## config.mk

```make
export PLATFORM = sky130hd
export DESIGN_NAME = acs_div
export DESIGN_NICKNAME = d
export VERILOG_FILES = /design/src/rtl/acs_pkg.sv /design/src/rtl/acs_div.sv
export SDC_FILE = /design/constraint.sdc
export NUM_CORES = 1
export LEC_CHECK = 0
export BUFFER_PORTS_ARGS = -buffer_cell sky130_fd_sc_hd__buf_4
export CORE_ASPECT_RATIO = 0.7
export CORE_MARGIN = 2
export CORE_UTILIZATION = 28
export CTS_CLUSTER_SIZE = 14
export DETAILED_ROUTE_END_ITERATION = 10
export PLACE_DENSITY = 0.43
export SLEW_MARGIN = 20
export SYNTH_ARGS = -nofsm -noshare
export SYNTH_HDL_FRONTEND = slang
export SYNTH_SLANG_ARGS = --single-unit
```

## constraint.sdc

```tcl
create_clock -name clk_i -period 4.44 [get_ports clk_i]
set_input_delay 1.332 -clock clk_i [delete_from_list [all_inputs] [get_ports clk_i]]
set_output_delay 1.332 -clock clk_i [all_outputs]
set_load 0.03 [all_outputs]
```

## src/rtl/acs_pkg.sv

```systemverilog
// Shared constants, codes and the memory preset table of the accumulator processor.
package acs_pkg;

  // Architectural widths
  localparam int unsigned ADDR_W = 12;
  localparam int unsigned ACC_W  = 16;
  localparam int unsigned BYTE_W = 8;
  localparam int unsigned OP_W   = 4;

  // Byte memory, a power of two from 256 to 4096 bytes
  localparam int unsigned MEM_DEPTH = 4096;
  localparam int unsigned MEM_AW    = $clog2(MEM_DEPTH);

  // Input word kinds; the fourth code is unused and changes nothing
  typedef enum logic [1:0] {
    ACT_WRITE = 2'd0,
    ACT_START = 2'd1,
    ACT_STEP  = 2'd2
  } action_e;

  // Instruction opcodes; the codes not listed only advance the program counter
  typedef enum logic [OP_W-1:0] {
    OP_JMP   = 4'd0,
    OP_JZ    = 4'd1,
    OP_JN    = 4'd2,
    OP_ADD   = 4'd3,
    OP_SUB   = 4'd4,
    OP_MUL   = 4'd5,
    OP_DIV   = 4'd6,
    OP_LOAD  = 4'd7,
    OP_STORE = 4'd8,
    OP_CALL  = 4'd9,
    OP_RET   = 4'd10,
    OP_STOP  = 4'd13
  } opcode_e;

  // Memory bytes that come up non-zero after reset
  localparam logic [MEM_AW-1:0] PRESET_ADDR_A = MEM_AW'(8'h0a);
  localparam logic [MEM_AW-1:0] PRESET_ADDR_B = MEM_AW'(8'h1a);
  localparam logic [MEM_AW-1:0] PRESET_ADDR_C = MEM_AW'(8'h21);
  localparam logic [MEM_AW-1:0] PRESET_ADDR_D = MEM_AW'(8'h3F);
  localparam logic [BYTE_W-1:0] PRESET_BYTE_A = 8'h01;
  localparam logic [BYTE_W-1:0] PRESET_BYTE_B = 8'h12;
  localparam logic [BYTE_W-1:0] PRESET_BYTE_C = 8'h42;
  localparam logic [BYTE_W-1:0] PRESET_BYTE_D = 8'h20;

  // Reset contents of one memory byte
  function automatic logic [BYTE_W-1:0] mem_init_byte(input logic [MEM_AW-1:0] a);
    logic [BYTE_W-1:0] b;
    case (a)
      PRESET_ADDR_A: b = PRESET_BYTE_A;
      PRESET_ADDR_B: b = PRESET_BYTE_B;
      PRESET_ADDR_C: b = PRESET_BYTE_C;
      PRESET_ADDR_D: b = PRESET_BYTE_D;
      default:       b = '0;
    endcase
    return b;
  endfunction

endpackage

```

## src/rtl/acs_div.sv

```systemverilog
// Iterative signed 16-bit divider, one quotient bit per cycle, truncating toward zero.
module acs_div
  import acs_pkg::*;
(
  input  logic             clk_i,
  input  logic             rst_ni,
  input  logic             start_i,
  input  logic [ACC_W-1:0] dividend_i,
  input  logic [ACC_W-1:0] divisor_i,
  output logic             busy_o,
  output logic             done_o,
  output logic [ACC_W-1:0] quotient_o
);

  localparam int unsigned CNT_W = $clog2(ACC_W);

  logic             busy_q;
  logic             done_q;
  logic             neg_q;
  logic [CNT_W-1:0] cnt_q;
  logic [ACC_W:0]   rem_q;
  logic [ACC_W-1:0] quo_q;
  logic [ACC_W-1:0] mag_b_q;

  logic [ACC_W-1:0] mag_a;
  logic [ACC_W-1:0] mag_b;
  logic [ACC_W:0]   rem_shift;
  logic [ACC_W:0]   rem_diff;

  // Take magnitudes of the operands
  assign mag_a = dividend_i[ACC_W-1] ? (~dividend_i + 1'b1) : dividend_i;
  assign mag_b = divisor_i[ACC_W-1] ? (~divisor_i + 1'b1) : divisor_i;

  // One restoring step: shift in the next dividend bit and try the subtract
  assign rem_shift = {rem_q[ACC_W-1:0], quo_q[ACC_W-1]};
  assign rem_diff  = rem_shift - {1'b0, mag_b_q};

  always_ff @(posedge clk_i or negedge rst_ni) begin
    if (!rst_ni) begin
      busy_q  <= 1'b0;
      done_q  <= 1'b0;
      neg_q   <= 1'b0;
      cnt_q   <= '0;
      rem_q   <= '0;
      quo_q   <= '0;
      mag_b_q <= '0;
    end else begin
      done_q <= 1'b0;
      if (start_i) begin
        busy_q  <= 1'b1;
        neg_q   <= dividend_i[ACC_W-1] ^ divisor_i[ACC_W-1];
        cnt_q   <= CNT_W'(ACC_W - 1);
        rem_q   <= '0;
        quo_q   <= mag_a;
        mag_b_q <= mag_b;
      end else if (busy_q) begin
        if (rem_diff[ACC_W]) begin
          rem_q <= rem_shift;
          quo_q <= {quo_q[ACC_W-2:0], 1'b0};
        end else begin
          rem_q <= rem_diff;
          quo_q <= {quo_q[ACC_W-2:0], 1'b1};
        end
        cnt_q <= cnt_q - 1'b1;
        if (cnt_q == '0) begin
          busy_q <= 1'b0;
          done_q <= 1'b1;
        end
      end
    end
  end

  // Apply the sign; wraps to 16 bits for the most negative dividend over minus one
  assign quotient_o = neg_q ? (~quo_q + 1'b1) : quo_q;
  assign busy_o     = busy_q;
  assign done_o     = done_q;

endmodule

```

Yosys cells after proc, flatten, opt, wreduce, memory -nomap -nowiden
Index checks and enable logic that the tools add are counted.
- register bits after elaboration: 55
- bits in latches: 0
- RAM bits: 0
- bits in read-only memories: 0
- input port bits: 35
- output and inout bits: 18
- logic and storage cells: 35
- memories: 0
- add/sub/neg operators: 5
- $mul: 0
- div/mod/pow operators: 0
- magnitude comparators: 0
- eq/ne operators: 0
- shift operators: 0
- mux-type cells: 17
- bitwise logic cells: 4
- reductions and logical operators: 2
- operator list (cell ; count):
    two-way mux 16 bit ; 8
    adder 16 x 1 -> 16 bit, second input constant ; 3
    NOT 16 bit ; 3
    subtractor 17 x 16 -> 17 bit ; 1
    two-way mux 4 bit ; 2
    two-way mux 1 bit ; 7
    logical NOT 4 bit ; 1
    subtractor 4 x 1 -> 4 bit, second input constant ; 1
    nonzero test 2 bit ; 1
    XOR 1 bit ; 1

Longest topological paths before layout
- word-level depth: 4
- gate-level depth with buffers: 12

Worst setup path before layout
Ideal clock, no wire load.
- path kind: register to output
- from: register quo_q[1]
- to: output quotient_o[12]
- data arrival time: 1.852 ns
- required time: 3.108 ns
- slack: 1.256 ns
- stages on the path, launching flop included: 9
- buffers on the path: 0
- cell sequence: dfrtp_1 -> inv_1 -> ha_1 -> nand2b_1 -> or4_1 -> nor2_1 -> nand2_1 -> o31ai_1 -> xnor2_1
- word-level cells in the longest chain between the ends: 3
- RTL lines (item ; RTL line ; RTL):
    start: declaration ; acs_div.sv:22 ; logic [ACC_W-1:0] quo_q;
    start signal: assignment ; acs_div.sv:54 ; quo_q <= mag_a;
    start signal: assignment ; acs_div.sv:59 ; quo_q <= {quo_q[ACC_W-2:0], 1'b0};
    start signal: assignment ; acs_div.sv:62 ; quo_q <= {quo_q[ACC_W-2:0], 1'b1};
    NOT 16 bit ; acs_div.sv:74 ; assign quotient_o = neg_q ? (~quo_q + 1'b1) : quo_q;
    adder 16 x 1 -> 16 bit ; acs_div.sv:74 ;
    two-way mux 16 bit ; acs_div.sv:74 ;
    end: declaration ; acs_div.sv:12 ; output logic [ACC_W-1:0] quotient_o
Every way passes these cells.

Worst setup path in the final report
- from: register quo_q[0]
- to: output quotient_o[12]
The elaborated chain is that of the path after synthesis.

==> impl_metrics.csv <==
group,metric,value,unit
drt,drtAntennaViolNets,0,
final_layout,fillCellCount,1572,
sta,slew_viol_final,0,
power,switching_share,43.5,%
critical_path,crit_required,3.11,ns
drt,topRoutingLayerUsed,"met4",
floorplanning,die_h,107,microns
global_routing,overflow,0,
global_routing,grt_max_degree,74,
place,numPortBuffers,52,
synthesis,synth_top_area_share,32.2,%
drt,drt_wl_total,11.6,mm
synthesis,yosysWarningCount,0,
floorplanning,coreArea,14800,sq um
drt,wl_per_cell,15.7,microns
synthesis,synth-seq-cells,55,
drt,vias,3756,
drt,routed-wl-met3,631,microns
floorplanning,initial_core_util,28.9,%
power,switchingPower,1020,uW
clock_tree,h-tree-depth,2,
clock_tree,clk_pin_slew,0.07,ns
synthesis,synth-edff-count,0,
floorplanning,rows,37,
sta,worst_pin_slew,0.734,ns
sta,setup_ws,0.764,ns
power,leakagePower,0.00218,uW
drt,drtIter0Drc,205,
synthesis,ys_seq_area_share,32.2,%
sta,hold_slack,0.527,ns
sta,maxSlewHeadroom,51.1,%
sta,clock_skew,0.00494,ns
clock_tree,post-cts-setup-buffer-count,0,
sta,hold_violations,0,
clock_tree,root_buffer,"clkbuf_16",
critical_path,end_kind,"output port",
final_layout,final_layout_size_suffix_gt1_share,12.4,%
drt,first_pass_iters,4,
synthesis,async_reset_ff_share,100,%
floorplanning,die_area,16300,sq um
global_routing,grt_pass1_wl,18.8,mm
place,place_congestion,0.790,
synthesis,synth.cell_area,4280,sq um
critical_path,reg2reg_from,"quo_q[15]",
global_routing,antenna_found_initial,0,
clock_tree,clkLatencyLatePin,0.29,ns
place,dpl_worst_slack,1.04,ns
synthesis,yosys-top-cells-count,"dfrtp_1 (55), nor2_1 (48), o21ai_0 (39)",
drt,routed-wl-met2,4.61,mm
critical_path,rrSetupSlack,1.32,ns
final_layout,seq_area,1380,sq um
clock_tree,ctsResizeCount,0,
flow_run,drv_cap,0,
power,p_per_area,473,nW/um^2
synthesis,syn_area_per_cell,8.37,sq um
final_layout,num-nets-final,603,
clock_tree,cts_tree,"done",
critical_path,crit_arrival,2.34,ns
sta,period_minus_slack,3.68,ns
sta,rsz0062_at_grt,"false",
sta,fmax,272,MHz
sta,timing.setup.tns,0,ns
outcome,status,"finished clean",
drt,drc,0,
power,clockPowerShare,16.2,%
synthesis,synth_area_leaders,"dfrtp_1 (32%), xnor2_1 (7.4%), ha_1 (5.8%)",
final_layout,multi_input_area,2670,sq um
critical_path,crit_path_max_fanout,6,
clock_tree,cts.path.max_buffers,2,
power,power.internal,1330,uW
power,ir_drop,0.163,mV
floorplanning,die_w,152,microns
clock_tree,cts_made_buffers,5,
final_layout,antenna_cells,0,
power,p_comb_share,53.1,%
critical_path,startpoint,"quo_q[0]",
drt,vias_per_cell,5.06,
synthesis,synthCells,511,
clock_tree,cts.sinks,55,
sta,finalSetupViolCount,0,
synthesis,syn_nets,567,
place,hpwl,8.70,mm
floorplanning,ios,53,
min_path,min_from,"mag_b_q[13]",
sta,period_share,82.8,%
min_path,hold_class,"reg -> reg",
global_routing,grt.total_usage,14.7,%
clock_tree,ctsHoldBuffers,0,
synthesis,synth_ff_type,"dfrtp_1",
critical_path,start_kind,"flip-flop",
power,p_seq_share,30.7,%
drt,drt-met1-wl,6.34,mm
final_layout,area_growth,15.8,%
synthesis,synth_cell_types,56,
synthesis,synth_top_cell_by_area,"dfrtp_1",
synthesis,synth_most_common_cell,"dfrtp_1",
critical_path,path_class,"reg -> out",
global_routing,grt_pass1_vias,3499,
layer usage:
metal / global-route usage, % / up-vias
met3: 2.50 / 4
met1: 23.8 / 1782
met5: 0 / -
li1: - / 1897
met4: 2.45 / 0
met2: 20.0 / 73
power by group through the flow:
stage / combinational, uW / sequential (uW) / clock (uW)
6_report: 1250 / 721 / 380
5_1_grt: 1390 / 735 / 417
4_1_cts: 1250 / 720 / 396
3_5_place_dp: 1250 / 729 / 0
3_3_place_gp: 1230 / 728 / 0
2_1_floorplan: 927 / 687 / 0
metrics by stage:
| step | cell area [sq um] | instances | util [%] | total power [uW] |
|---|---|---|---|---|
| after floorplan | 4280 | 511 | - | 1610 |
| after global placement | 4820 | 735 | 32.6 | 1960 |
| after detailed placement | 4820 | 735 | 32.6 | 1980 |
| after CTS | 4960 | 742 | 33.5 | 2370 |
| after global routing | 4960 | 742 | 33.5 | 2550 |
| final | 4960 | 742 | 33.5 | 2350 |
sequential cells by signal (all words and copies together) (netlist names):
signal and cells:
mag_b_q 16, quo_q 16, rem_q 16, cnt_q 4, busy_o 1, done_o 1
neg_q 1
cell type report:
class	count	share of cell area [%]
repair buffers	57	8.63
flip-flops and latches	55	27.8
well taps	195	4.92
clock buffers	7	2.68
multi-input cells	399	53.8
inverters	29	2.20
kinds of logic (layout without fill, tap and decap cells):
logic type                 count (synthesis)  after routing  synth area share [%]
and+or+nand+nor                          164            164                  19.0
AOI/OAI and AO/OA                        145            145                  22.4
buffers and inverters                     57             93                  5.53
DFF                                       55             55                  32.2
xor gates and xnor gates                  53             53                  10.8
adders and majority gates                 21             21                  6.32
muxes                                     16             16                  3.80
critical path, stage by stage (launching register included):
cell      delay (ns)
dfrtp_1         0.43
inv_1           0.08
ha_1            0.15
nand2b_1        0.06
or4_1           0.46
nor2_1          0.14
nand2_1         0.13
o31ai_1         0.27
xnor2_1         0.15
buf_4           0.18
layout by cell type, fill, tap and decap left out, types with 17 or more instances in the layout:
master	synthesis	routed
buf_4	3	57
dfrtp_1	55	54
nor2_1	48	48
o21ai_0	39	39
nand2_1	38	38
xnor2_1	36	36
a21oi_1	36	36
inv_1	28	28
ha_1	20	20
xor2_1	17	17
path summary, 6_finish.rpt:
path / cells after the start / to
max in group asynchronous: 1 / busy_o
setup / recovery: 9 / quotient_o[12]
hold / removal: 2 / mag_b_q[13]
hold reg to reg: 2 / mag_b_q[13]
setup reg to reg: 10 / rem_q[2]
min in group asynchronous: 1 / quo_q[12]
No activity file was read; power rests on OpenSTA's default activity.
